[src/hw/rtl/phsm_pkg.sv]
// Package for the pulse sequence header matcher.
// Holds the item structs, opcodes, register indexes and sizes shared by all files.
// No dependencies.
package phsm_pkg;

    // Sizes of the pattern tables and fields.
    localparam int MAX_STEPS     = 16;
    localparam int DURATION_BITS = 24;
    localparam int STEP_BITS     = 4;
    localparam int LEN_BITS      = 5;
    localparam int TOL_BITS      = 8;
    localparam int CFG_IDX_BITS  = 2;
    localparam int PROD_BITS     = DURATION_BITS + TOL_BITS;

    // Reset values of the configuration registers.
    localparam logic [TOL_BITS-1:0] TOL_RESET = TOL_BITS'(51);
    localparam logic [LEN_BITS-1:0] LEN_RESET = LEN_BITS'(1);

    // Item opcodes; the unused code is ignored.
    typedef enum logic [1:0] {
        OP_TRANSITION = 2'd0,
        OP_WR_NORMAL  = 2'd1,
        OP_WR_REPEAT  = 2'd2
    } t_opcode;

    // Configuration register indexes.
    typedef enum logic [CFG_IDX_BITS-1:0] {
        CFG_TOLERANCE  = 2'd0,
        CFG_NORMAL_LEN = 2'd1,
        CFG_REPEAT_LEN = 2'd2
    } t_cfg_index;

    // Frame type codes of a result item.
    localparam logic FRAME_NORMAL = 1'b0;
    localparam logic FRAME_REPEAT = 1'b1;

    // Input item.
    typedef struct packed {
        t_opcode                  opcode;
        logic [DURATION_BITS-1:0] duration_us;
        logic                     line_level;
        logic [STEP_BITS-1:0]     step_index;
    } t_in_item;

    // Result item.
    typedef struct packed {
        logic                     frame_type;
        logic [DURATION_BITS-1:0] excess_us;
        logic                     final_level;
    } t_out_item;

    // Command from the top level to one matcher.
    typedef struct packed {
        logic                     step_en;
        logic                     wr_en;
        logic [STEP_BITS-1:0]     wr_index;
        logic [DURATION_BITS-1:0] duration;
        logic                     level;
    } t_match_cmd;

    // Status from one matcher back to the top level.
    typedef struct packed {
        logic                     hit;
        logic [DURATION_BITS-1:0] excess;
    } t_match_res;

endpackage

[src/hw/rtl/phsm_matcher.sv]
// One header pattern matcher: step table, duration compare and progress counter.
// Depends on phsm_pkg.
module phsm_matcher
    import phsm_pkg::*;
(
    input  logic                i_clk,
    input  logic                i_rst_n,
    input  t_match_cmd          i_cmd,
    input  logic [TOL_BITS-1:0] i_tolerance,
    input  logic [LEN_BITS-1:0] i_length,
    input  logic                i_flush,
    output t_match_res          o_res
);

    // Pattern table, undefined until written.
    logic [DURATION_BITS-1:0] r_dur [MAX_STEPS];
    logic                     r_lvl [MAX_STEPS];
    logic [STEP_BITS-1:0]     r_progress;
    logic [STEP_BITS-1:0]     n_progress;

    logic [LEN_BITS-1:0]      len_eff;
    logic [STEP_BITS-1:0]     cur_step;
    logic [DURATION_BITS-1:0] exp_dur;
    logic                     exp_lvl;
    logic [DURATION_BITS-1:0] diff;
    logic [PROD_BITS-1:0]     tol_prod;
    logic                     in_tol;
    logic                     at_least;
    logic                     last;
    logic                     step_ok;

    // Table writes.
    always_ff @(posedge i_clk) begin
        if (i_cmd.wr_en) begin
            r_dur[i_cmd.wr_index] <= i_cmd.duration;
            r_lvl[i_cmd.wr_index] <= i_cmd.level;
        end
    end

    // A length of zero acts as one, and a length past the table as the table size.
    always_comb begin
        if (i_length == '0) begin
            len_eff = LEN_BITS'(1);
        end else if (i_length > LEN_BITS'(MAX_STEPS)) begin
            len_eff = LEN_BITS'(MAX_STEPS);
        end else begin
            len_eff = i_length;
        end
    end

    // Progress left at or past the length (after a length write) restarts at step zero.
    assign cur_step = ({1'b0, r_progress} >= len_eff) ? '0 : r_progress;
    assign exp_dur  = r_dur[cur_step];
    assign exp_lvl  = r_lvl[cur_step];
    assign last     = (({1'b0, cur_step} + LEN_BITS'(1)) == len_eff);

    // Relative tolerance check: |a - e| * 256 < tol * e.
    assign diff     = (i_cmd.duration >= exp_dur) ? (i_cmd.duration - exp_dur)
                                                  : (exp_dur - i_cmd.duration);
    assign tol_prod = {{DURATION_BITS{1'b0}}, i_tolerance} * {{TOL_BITS{1'b0}}, exp_dur};
    assign in_tol   = ({diff, 8'b0} < tol_prod);

    // The last step also takes any longer duration: a * 256 + tol * e > e * 256.
    assign at_least = (({1'b0, i_cmd.duration, 8'b0} + {1'b0, tol_prod})
                       > {1'b0, exp_dur, 8'b0});

    assign step_ok  = (i_cmd.level == exp_lvl) && (in_tol || (last && at_least));

    // Completion and excess duration of the last step.
    always_comb begin
        o_res.hit = i_cmd.step_en && step_ok && last;
        if (in_tol || (i_cmd.duration <= exp_dur)) begin
            o_res.excess = '0;
        end else begin
            o_res.excess = i_cmd.duration - exp_dur;
        end
    end

    // Progress update: a mismatch, a completion or a match elsewhere restarts it.
    always_comb begin
        n_progress = r_progress;
        if (i_cmd.step_en) begin
            if (i_flush || !step_ok || last) begin
                n_progress = '0;
            end else begin
                n_progress = cur_step + STEP_BITS'(1);
            end
        end
    end

    always_ff @(posedge i_clk) begin
        if (!i_rst_n) begin
            r_progress <= '0;
        end else begin
            r_progress <= n_progress;
        end
    end

endmodule

[src/hw/rtl/pulse_sequence_header_matcher.sv]
// Top level of the pulse sequence header matcher.
// Input register, two pattern matchers, result register and configuration registers.
// Depends on phsm_pkg and phsm_matcher.
//
//  channel   direction  handshake                      payload
//  in        input      i_in_valid / o_in_ready        i_in_item  (t_in_item)
//  out       output     o_out_valid / i_out_ready      o_out_item (t_out_item)
//  cfg       input      i_cfg_valid / o_cfg_ready      i_cfg_index, i_cfg_data
//
// An accepted item is held in the input register; its result, if any, is loaded
// into the result register as the item leaves the input register.
// One item per cycle is sustained while the result is not stalled: each matcher
// does a table read, one 8x24 multiply and compares between the input register
// and the result register. Reset clears the progress counters and valid flags,
// sets the configuration registers to reset values; the pattern tables keep theirs.
// A stalled result holds the input register; input stays open while it drains.
module pulse_sequence_header_matcher
    import phsm_pkg::*;
(
    input  logic                    i_clk,
    input  logic                    i_rst_n,
    input  logic                    i_in_valid,
    output logic                    o_in_ready,
    input  t_in_item                i_in_item,
    output logic                    o_out_valid,
    input  logic                    i_out_ready,
    output t_out_item               o_out_item,
    input  logic                    i_cfg_valid,
    output logic                    o_cfg_ready,
    input  logic [CFG_IDX_BITS-1:0] i_cfg_index,
    input  logic [TOL_BITS-1:0]     i_cfg_data
);

    logic                r_in_valid;
    t_in_item            r_in_item;
    logic                r_out_valid;
    t_out_item           r_out_item;
    logic [TOL_BITS-1:0] r_tolerance;
    logic [LEN_BITS-1:0] r_normal_len;
    logic [LEN_BITS-1:0] r_repeat_len;

    logic                advance;
    logic                in_accept;
    t_match_cmd          normal_cmd;
    t_match_cmd          repeat_cmd;
    t_match_res          normal_res;
    t_match_res          repeat_res;
    logic                any_hit;

    // The held item moves on whenever the result register is free or draining.
    assign advance     = r_in_valid && (!r_out_valid || i_out_ready);
    assign o_in_ready  = !r_in_valid || advance;
    assign in_accept   = i_in_valid && o_in_ready;
    assign o_cfg_ready = 1'b1;

    // Input register.
    always_ff @(posedge i_clk) begin
        if (!i_rst_n) begin
            r_in_valid <= 1'b0;
        end else if (in_accept) begin
            r_in_valid <= 1'b1;
        end else if (advance) begin
            r_in_valid <= 1'b0;
        end
    end

    always_ff @(posedge i_clk) begin
        if (in_accept) begin
            r_in_item <= i_in_item;
        end
    end

    // Configuration registers.
    always_ff @(posedge i_clk) begin
        if (!i_rst_n) begin
            r_tolerance  <= TOL_RESET;
            r_normal_len <= LEN_RESET;
            r_repeat_len <= LEN_RESET;
        end else if (i_cfg_valid) begin
            case (i_cfg_index)
                CFG_TOLERANCE:  r_tolerance  <= i_cfg_data;
                CFG_NORMAL_LEN: r_normal_len <= i_cfg_data[LEN_BITS-1:0];
                CFG_REPEAT_LEN: r_repeat_len <= i_cfg_data[LEN_BITS-1:0];
                default: ;
            endcase
        end
    end

    // Commands to the two matchers.
    always_comb begin
        normal_cmd.step_en  = advance && (r_in_item.opcode == OP_TRANSITION);
        normal_cmd.wr_en    = advance && (r_in_item.opcode == OP_WR_NORMAL);
        normal_cmd.wr_index = r_in_item.step_index;
        normal_cmd.duration = r_in_item.duration_us;
        normal_cmd.level    = r_in_item.line_level;
        repeat_cmd          = normal_cmd;
        repeat_cmd.wr_en    = advance && (r_in_item.opcode == OP_WR_REPEAT);
    end

    // A completion of either matcher restarts the other one as well.
    phsm_matcher u_normal (
        .i_clk       (i_clk),
        .i_rst_n     (i_rst_n),
        .i_cmd       (normal_cmd),
        .i_tolerance (r_tolerance),
        .i_length    (r_normal_len),
        .i_flush     (repeat_res.hit),
        .o_res       (normal_res)
    );

    phsm_matcher u_repeat (
        .i_clk       (i_clk),
        .i_rst_n     (i_rst_n),
        .i_cmd       (repeat_cmd),
        .i_tolerance (r_tolerance),
        .i_length    (r_repeat_len),
        .i_flush     (normal_res.hit),
        .o_res       (repeat_res)
    );

    assign any_hit = normal_res.hit || repeat_res.hit;

    // Result register; the normal header wins when both complete.
    always_ff @(posedge i_clk) begin
        if (!i_rst_n) begin
            r_out_valid <= 1'b0;
        end else if (any_hit) begin
            r_out_valid <= 1'b1;
        end else if (i_out_ready) begin
            r_out_valid <= 1'b0;
        end
    end

    always_ff @(posedge i_clk) begin
        if (any_hit) begin
            r_out_item.frame_type  <= normal_res.hit ? FRAME_NORMAL : FRAME_REPEAT;
            r_out_item.excess_us   <= normal_res.hit ? normal_res.excess
                                                     : repeat_res.excess;
            r_out_item.final_level <= r_in_item.line_level;
        end
    end

    assign o_out_valid = r_out_valid;
    assign o_out_item  = r_out_item;

endmodule

[config.mk]
export PLATFORM = sky130hd
export DESIGN_NAME = pulse_sequence_header_matcher
export DESIGN_NICKNAME = d
export VERILOG_FILES = /design/src/hw/rtl/phsm_pkg.sv /design/src/hw/rtl/phsm_matcher.sv /design/src/hw/rtl/pulse_sequence_header_matcher.sv
export SDC_FILE = /design/constraint.sdc
export NUM_CORES = 2
export LEC_CHECK = 0
export ABC_AREA = 0
export BUFFER_PORTS_ARGS = -buffer_cell sky130_fd_sc_hd__buf_2
export CORE_ASPECT_RATIO = 1.2
export CORE_UTILIZATION = 60
export DETAILED_ROUTE_END_ITERATION = 12
export PLACE_DENSITY = 0.76
export SYNTH_ARGS = -nofsm -noshare
export SYNTH_HDL_FRONTEND = slang
export SYNTH_SLANG_ARGS = --single-unit
[constraint.sdc]
create_clock -name i_clk -period 32.3 [get_ports i_clk]
set_clock_uncertainty 0.2 [all_clocks]
set_input_delay 1.615 -clock i_clk [delete_from_list [all_inputs] [get_ports i_clk]]
set_output_delay 1.615 -clock i_clk [all_outputs]
set_load 0.02 [all_outputs]
==> Word level (Yosys, flattened, before mapping) <==
Memory sizes are Yosys's and may differ from the RTL's.
Index checks and enable logic that the tools add are counted.
{ "classes": {"reduce_logical": 37, "n_addsub": 10, "eq_ne": 8, "n_lt_le_gt_ge": 12, "muxes": 22, "mul": 2} }
{ "op_table": {"columns": ["op", "n"], "rows": [
  ["24-bit two-way mux", 5],
  ["24-bit subtractor", 4],
  ["32-bit by 32-bit adder with 33-bit output", 2],
  ["33-bit by 32-bit greater-than comparator with 1-bit output", 2],
  ["32-bit less-than comparator", 2],
  ["8-bit by 24-bit multiplier with 32-bit output", 2],
  ["24-bit greater-or-equal comparator", 2],
  ["24-bit less-or-equal comparator", 2],
  ["5-bit two-way mux", 4],
  ["4-bit two-way mux", 4],
  ["1-bit logical AND", 13],
  ["1-bit logical OR", 11],
  ["4-bit by 1-bit adder with 5-bit output, second input constant", 2],
  ["5-bit equality test", 2],
  ["4-bit by 5-bit greater-or-equal comparator with 1-bit output", 2],
  ["5-bit greater-than comparator, second input constant", 2],
  ["5-bit zero test", 2],
  ["1-bit two-way mux", 9],
  ["4-bit by 1-bit adder with 4-bit output, second input constant", 2],
  ["2-bit AND reduction", 3],
  ["2-bit by 1-bit equality test with 1-bit output, second input constant", 2],
  ["2-bit equality test, second input constant", 2],
  ["1-bit zero test", 4],
  ["2-bit zero test", 2],
  ["2 further kinds", 4]
]} }
{ "word_totals": {"ram_bits": 800, "word_cells": 109, "ff_bits": 85, "n_memories": 4, "input_bits": 46, "out_inout_bits": 29} }
{ "memory_table": {"columns": ["name", "words", "width", "rd", "rd_clocked_by_memory_dff", "write_ports", "line_no", "rtl"], "rows": [
  ["u_normal.r_dur", 16, 24, 1, 0, 1, "phsm_matcher.sv:16", "logic [DURATION_BITS-1:0] r_dur [MAX_STEPS];"],
  ["u_repeat.r_dur", 16, 24, 1, 0, 1, "phsm_matcher.sv:16", null],
  ["u_normal.r_lvl", 16, 1, 1, 0, 1, "phsm_matcher.sv:17", "logic r_lvl [MAX_STEPS];"],
  ["u_repeat.r_lvl", 16, 1, 1, 0, 1, "phsm_matcher.sv:17", null]
]} }

==> Depth between registers and ports, before layout <==
An unclocked memory read counts as a cell.
{ "logic_depth": {"ltp_word": 17, "depth_mapped": 61, "ltp_nobuf": 55} }

==> Cells and area by module <==
Synthesis repeated with hierarchy kept, for this count alone.
{ "unflattened": {"hier_cells": 4924, "hier_area_um2": 57259.9} }
{ "by_module_without_submodules": {"columns": ["mod", "instances", "area_each_um2", "seq_area_each_um2", "cells_per_inst"], "rows": [
  ["phsm_matcher (u_repeat)", 1, 27196.1, 12091.6, 2423],
  ["phsm_matcher (u_normal)", 1, 27192.3, 12091.6, 2331],
  ["pulse_sequence_header_matcher", 1, 2871.5, 2112.0, 170]
]} }

==> Worst setup path after synthesis <==
Ideal clock, no wire load.
{ "synth_timing": {"path_type": "register to register", "from": "register u_repeat.r_progress[0]", "to": "register r_out_item (netlist bit o_out_item[0]), enable pin", "arrival_ns": 12.803, "path_slack_ns": 18.848, "setup_ns": 0.449, "stages_incl_launch_ff": 48, "period_less_slack_ns": 13.452, "n_path_buf": 5, "required_ns": 31.651, "cell_sequence": "dfxtp_1 clkbuf_1 inv_1 ha_1 nor2b_1 o21a_1 clkbuf_1 o31ai_2 clkbuf_1 buf_2 buf_2 a311oi_1 o31ai_1 nor2_1 fa_1 fa_1 fa_1 inv_1 [12 not listed] xnor2_1 ha_1 a21oi_1 nand2b_1 a221oi_1 o21ai_0 a31o_2 a21oi_1 xnor2_1 ha_1 nand4_1 nor4_1 o31ai_1 a31oi_1 nor3_1 o2bb2ai_1 nor2_1 o31ai_1"} }
{ "synth_between": {"elab_chain_cells": 12, "word_cells_on_any_way": 21, "cone_classes": "4 x add/sub; 1 x mul; 4 x order compare; 2 x eq/ne; 2 x mux; 6 x reduce/logical; 2 x memory"} }
{ "synth_lines": {"columns": ["element", "line_no", "rtl"], "rows": [
  ["from (decl)", "phsm_matcher.sv:18", "logic [STEP_BITS-1:0] r_progress;"],
  ["from (signal assigned)", "phsm_matcher.sv:95", "r_progress <= n_progress;"],
  ["4-bit by 5-bit greater-or-equal comparator with 1-bit output", "phsm_matcher.sv:52", "assign cur_step = ({1'b0, r_progress} >= len_eff) ? '0 : r_progress;"],
  ["4-bit two-way mux (*)", "phsm_matcher.sv:52", null],
  ["memory 16 x 24 bit", null, null],
  ["8-bit by 24-bit multiplier with 32-bit output", "phsm_matcher.sv:60", "assign tol_prod = {{DURATION_BITS{1'b0}}, i_tolerance} * {{TOL_BITS{1'b0}}, exp_dur};"],
  ["32-bit by 32-bit adder with 33-bit output", "phsm_matcher.sv:64", "assign at_least = (({1'b0, i_cmd.duration, 8'b0} + {1'b0, tol_prod})"],
  ["33-bit by 32-bit greater-than comparator with 1-bit output", "phsm_matcher.sv:65", "> {1'b0, exp_dur, 8'b0});"],
  ["1-bit logical AND", "phsm_matcher.sv:67", "assign step_ok = (i_cmd.level == exp_lvl) && (in_tol || (last && at_least));"],
  ["1-bit logical OR", "phsm_matcher.sv:67", null],
  ["1-bit logical AND", "phsm_matcher.sv:67", null],
  ["1-bit logical AND", "phsm_matcher.sv:71", "o_res.hit = i_cmd.step_en && step_ok && last;"],
  ["1-bit logical AND (*)", "phsm_matcher.sv:71", null],
  ["1-bit logical OR (*)", "pulse_sequence_header_matcher.sv:121", "assign any_hit = normal_res.hit || repeat_res.hit;"],
  ["named net any_hit", "pulse_sequence_header_matcher.sv:48", "logic any_hit;"],
  ["to (decl)", "pulse_sequence_header_matcher.sv:37", "t_out_item r_out_item;"]
]} }
The timed path passes the listed nets; every way through them passes the cells marked *.
A chain may end at the register's enable or synchronous reset.

==> Worst setup path in the final report <==
{ "layout_timing": {"from": "register u_normal.r_progress[0]", "to": "register r_out_item (netlist bit o_out_item[12]), data pin"} }
{ "layout_between": {"elab_chain_cells": 12, "word_cells_on_any_way": 24, "cone_classes": "4 x add/sub; 1 x mul; 5 x order compare; 2 x eq/ne; 4 x mux; 6 x reduce/logical; 2 x memory"} }
{ "layout_lines": {"columns": ["element", "line_no", "rtl"], "rows": [
  ["from (decl)", "phsm_matcher.sv:18", null],
  ["from (signal assigned)", "phsm_matcher.sv:95", null],
  ["4-bit by 5-bit greater-or-equal comparator with 1-bit output", "phsm_matcher.sv:52", null],
  ["4-bit two-way mux (*)", "phsm_matcher.sv:52", null],
  ["memory 16 x 24 bit", null, null],
  ["8-bit by 24-bit multiplier with 32-bit output", "phsm_matcher.sv:60", null],
  ["32-bit by 32-bit adder with 33-bit output", "phsm_matcher.sv:64", null],
  ["33-bit by 32-bit greater-than comparator with 1-bit output", "phsm_matcher.sv:65", null],
  ["1-bit logical AND", "phsm_matcher.sv:67", null],
  ["1-bit logical OR", "phsm_matcher.sv:67", null],
  ["1-bit logical AND", "phsm_matcher.sv:67", null],
  ["1-bit logical AND (2 in a row)", "phsm_matcher.sv:71", null],
  ["24-bit two-way mux (*)", "pulse_sequence_header_matcher.sv:137", "r_out_item.excess_us <= normal_res.hit ? normal_res.excess"]
]} }
Mark *: on every way between the ends. The rest lies on a longest branch, timed or not.

==> flow_metrics.py <==
metrics = {
    "floorplanning": {
        "core_um2": 92000,
        "die_area_um2": 94100,
        "start_util_pct": 60.5,
        "top_level_ports": 75,
        "die_x_um": 280,
        "placementRows": 122,
        "dieHeight_um": 336,
    },
    "critical_path": {
        "cp-startpoint": "u_normal.r_progress[0]",
        "reg2reg_from": "u_normal.r_progress[0]",
        "critPathMaxFanout": 65,
        "cpMostUsedCell": "a21o_1",
        "crit_path_end_kind": "flip-flop",
        "cp_slowest_cell": "nor4b_4",
        "crit_type": "flip-flop to flip-flop",
        "cpPeakStageDelay_ns": 1.10,
        "critPathArrivalTime_ns": 16.54,
        "startpoint_type": "flip-flop",
        "cp.required_ns": 32.62,
    },
    "run_status": {
        "outcome": "finished clean",
    },
    "finish": {
        "seq_area_um2": 26300,
        "drive_above_1_share_pct": 8.13,
        "fillers": 6853,
        "nNetsFinal": 5768,
        "final_common_cell": "edfxtp_1",
        "layout_common_cells": "edfxtp_1 (857), nand2_1 (569), nor2_1 (425), inv_1 (416), ha_1 (364)",
        "multi_input_area_um2": 27100,
        "syn2layout_area_growth_pct": 8.81,
    },
    "placement": {
        "gp_congestion": 1.02,
        "portBuffers": 73,
        "pre_cts_ws_ns": 16.41,
        "dp_hpwl_um": 107000,
    },
    "pwr": {
        "irDropWorstVdd_mv": 0.0477,
        "swShare_pct": 36.0,
        "combPwrFrac_pct": 41.9,
        "seqPwrFrac_pct": 32.9,
        "pwr-share-clk_pct": 25.2,
        "p_int_w": 0.00248,
        "power_density_nw_per_um2": 63.9,
        "power_leakage_nw": 24.2,
        "power.net_switching_w": 0.00140,
    },
    "flow_run": {
        "drv_cap": 0,
    },
    "clocking": {
        "cts_root_buf": "clkbuf_16",
        "numCtsBuffers": 85,
        "path_clk_slew_ns": 0.06,
        "clockBufferDepth": 3,
        "htree_levels": 3,
        "cts_resized": 0,
        "cts_tree": "built",
        "cts_setup_buffers": 0,
        "clk_latency_ns": 0.65,
        "cts_sinks": 885,
        "hold_buffers": 0,
    },
    "routing": {
        "dr.pass1.iters": 7,
        "remaining_drc_errors": 0,
        "initialDrtViolationCount": 4844,
        "ant_nets": 0,
        "finalWirelength_um": 164000,
        "wl_per_cell_um": 25.6,
        "via_per_inst": 6.49,
        "vias": 41500,
    },
    "logic_synthesis": {
        "synthCells": 5066,
        "syn-cell-area_um2": 55700,
        "yosys_most_used_dff": "edfxtp_1",
        "synth_nets": 5746,
        "async_flop_share_pct": 0,
        "synth_cell_types": 82,
        "ys_ff_latch": 885,
        "synth-seq-area-share_pct": 47.2,
        "synth_warnings": 0,
        "synth_edf_count": 857,
        "syn_avg_cell_area_um2": 11.0,
    },
    "global_routing": {
        "grt_pass1_wl_um": 243000,
        "grt_max_degree": 180,
        "gr-total-overflow": 0,
        "antenna_found_initial": 4,
        "first_global_vias": 40300,
        "grtUsageTotal_pct": 34.7,
    },
    "timing": {
        "fin_crit_sh_pct": 50.2,
        "worstMarginPinSlew_ns": 1.18,
        "whs_ns": 0.284,
        "worst_slack_ns": 16.08,
        "max_freq_mhz": 61.6,
        "finalSetupViolCount": 0,
        "final-max-slew-violation-count": 0,
        "rsz0062_at_grt": "no",
        "relSlewSlack_pct": 20.9,
        "hold_viol": 0,
        "post-route-min-period_ns": 16.22,
        "fin_tns_setup_ns": 0,
    },
    "worst_hold_path": {
        "hp-start": "r_repeat_len[0]",
        "hold_class": "flip-flop to flip-flop",
    },
}
-- critical path: cells and delay by family (launching register included) --
family / cells / cell delay, ns
compound gates: 24 / 6.88
simple gates: 10 / 3.47
fa+ha+maj: 8 / 3.08
buf+inv: 6 / 1.76
flops: 1 / 0.57
xor+xnor: 1 / 0.09
-- through the flow --
step	total power, W	instances	area (um^2)	util [%]
detailed placement	0.00288	6241	57900	62.9
global route	0.00409	6395	60600	65.8
CTS	0.00385	6395	60600	65.8
global placement	0.00286	6241	57900	62.9
finish	0.00387	6397	60600	65.8
floorplan	0.00249	5066	55700	-
-- sequential cells by signal (all words and copies together), names as in the netlist --
| signal | cells |
|---|---|
| r_normal_len | 5 |
| u_normal.r_progress | 4 |
| u_normal.r_dur | 384 |
| normal_cmd | 29 |
| o_out_item | 26 |
| r_in_valid | 1 |
| u_repeat.r_lvl | 16 |
| o_out_valid | 1 |
| r_in_item | 2 |
| u_repeat.r_progress | 4 |
| r_repeat_len | 5 |
| r_tolerance | 8 |
| u_normal.r_lvl | 16 |
| u_repeat.r_dur | 384 |
-- path summary, 6_finish.rpt --
check                                       end  slack, ns  cells after the start
worst max-delay path             o_out_item[12]      16.08                     49
worst min register to register  r_repeat_len[0]       0.28                      2
worst max register to register   o_out_item[12]      16.08                     49
worst min-delay path            r_repeat_len[0]       0.28                      2
-- power groups by stage --
| stage | clock, W | combinational [W] | sequential (W) |
|---|---|---|---|
| 2_1_floorplan | 0 | 0.00119 | 0.00131 |
| 3_3_place_gp | 0 | 0.00156 | 0.00130 |
| 3_5_place_dp | 0 | 0.00158 | 0.00130 |
| 4_1_cts | 0.000979 | 0.00159 | 0.00127 |
| 5_1_grt | 0.00102 | 0.00180 | 0.00127 |
| 6_report | 0.000975 | 0.00162 | 0.00128 |
-- area by class of cell --
type	instances	share of cell area, %
tap	1240	2.56
clock inverter	51	0.869
antenna	2	0.00826
multi-input combinational	3487	44.7
sequential	885	43.4
timing repair buffer	192	2.14
clock buffer	103	3.62
inverter	437	2.71
-- per-layer routing --
layer	share of wire [%]	GRT usage, %	vias up
met5	0	0	-
met4	5.8	18.8	0
met3	10	5.43	478
met2	46	55.3	2344
met1	38	45.7	20300
li1	-	-	18400
-- synthesized netlist by cell type (31+ instances only) --
library cell / instances / area [um^2]
a21o_1: 111 / 833
a21oi_1: 203 / 1020
a221oi_1: 177 / 1550
a311oi_1: 52 / 455
a31oi_1: 55 / 344
and2_1: 31 / 194
and3_1: 57 / 357
clkbuf_1: 210 / 788
edfxtp_1: 857 / 25700
fa_1: 270 / 5410
ha_1: 364 / 4550
inv_1: 417 / 1570
mux2i_1: 59 / 591
nand2_1: 573 / 2150
nand2b_1: 50 / 313
nand3_1: 134 / 671
nor2_1: 450 / 1690
nor2b_1: 43 / 269
nor3_1: 113 / 566
o21ai_0: 132 / 661
o31ai_1: 33 / 248
xnor2_1: 113 / 990
xor2_1: 74 / 648
-- logic make-up after synthesis --
family,share of synthesized area [%]
buffers and inverters,4.75
XOR/XNOR,2.94
other,0.00673
AND/OR/NAND/NOR,12.6
AO/OA/AOI/OAI,13.3
flip-flops,47.2
multiplexers,1.34
adder cells (fa/ha/maj),17.9
Power figures use the tool's default switching activity.
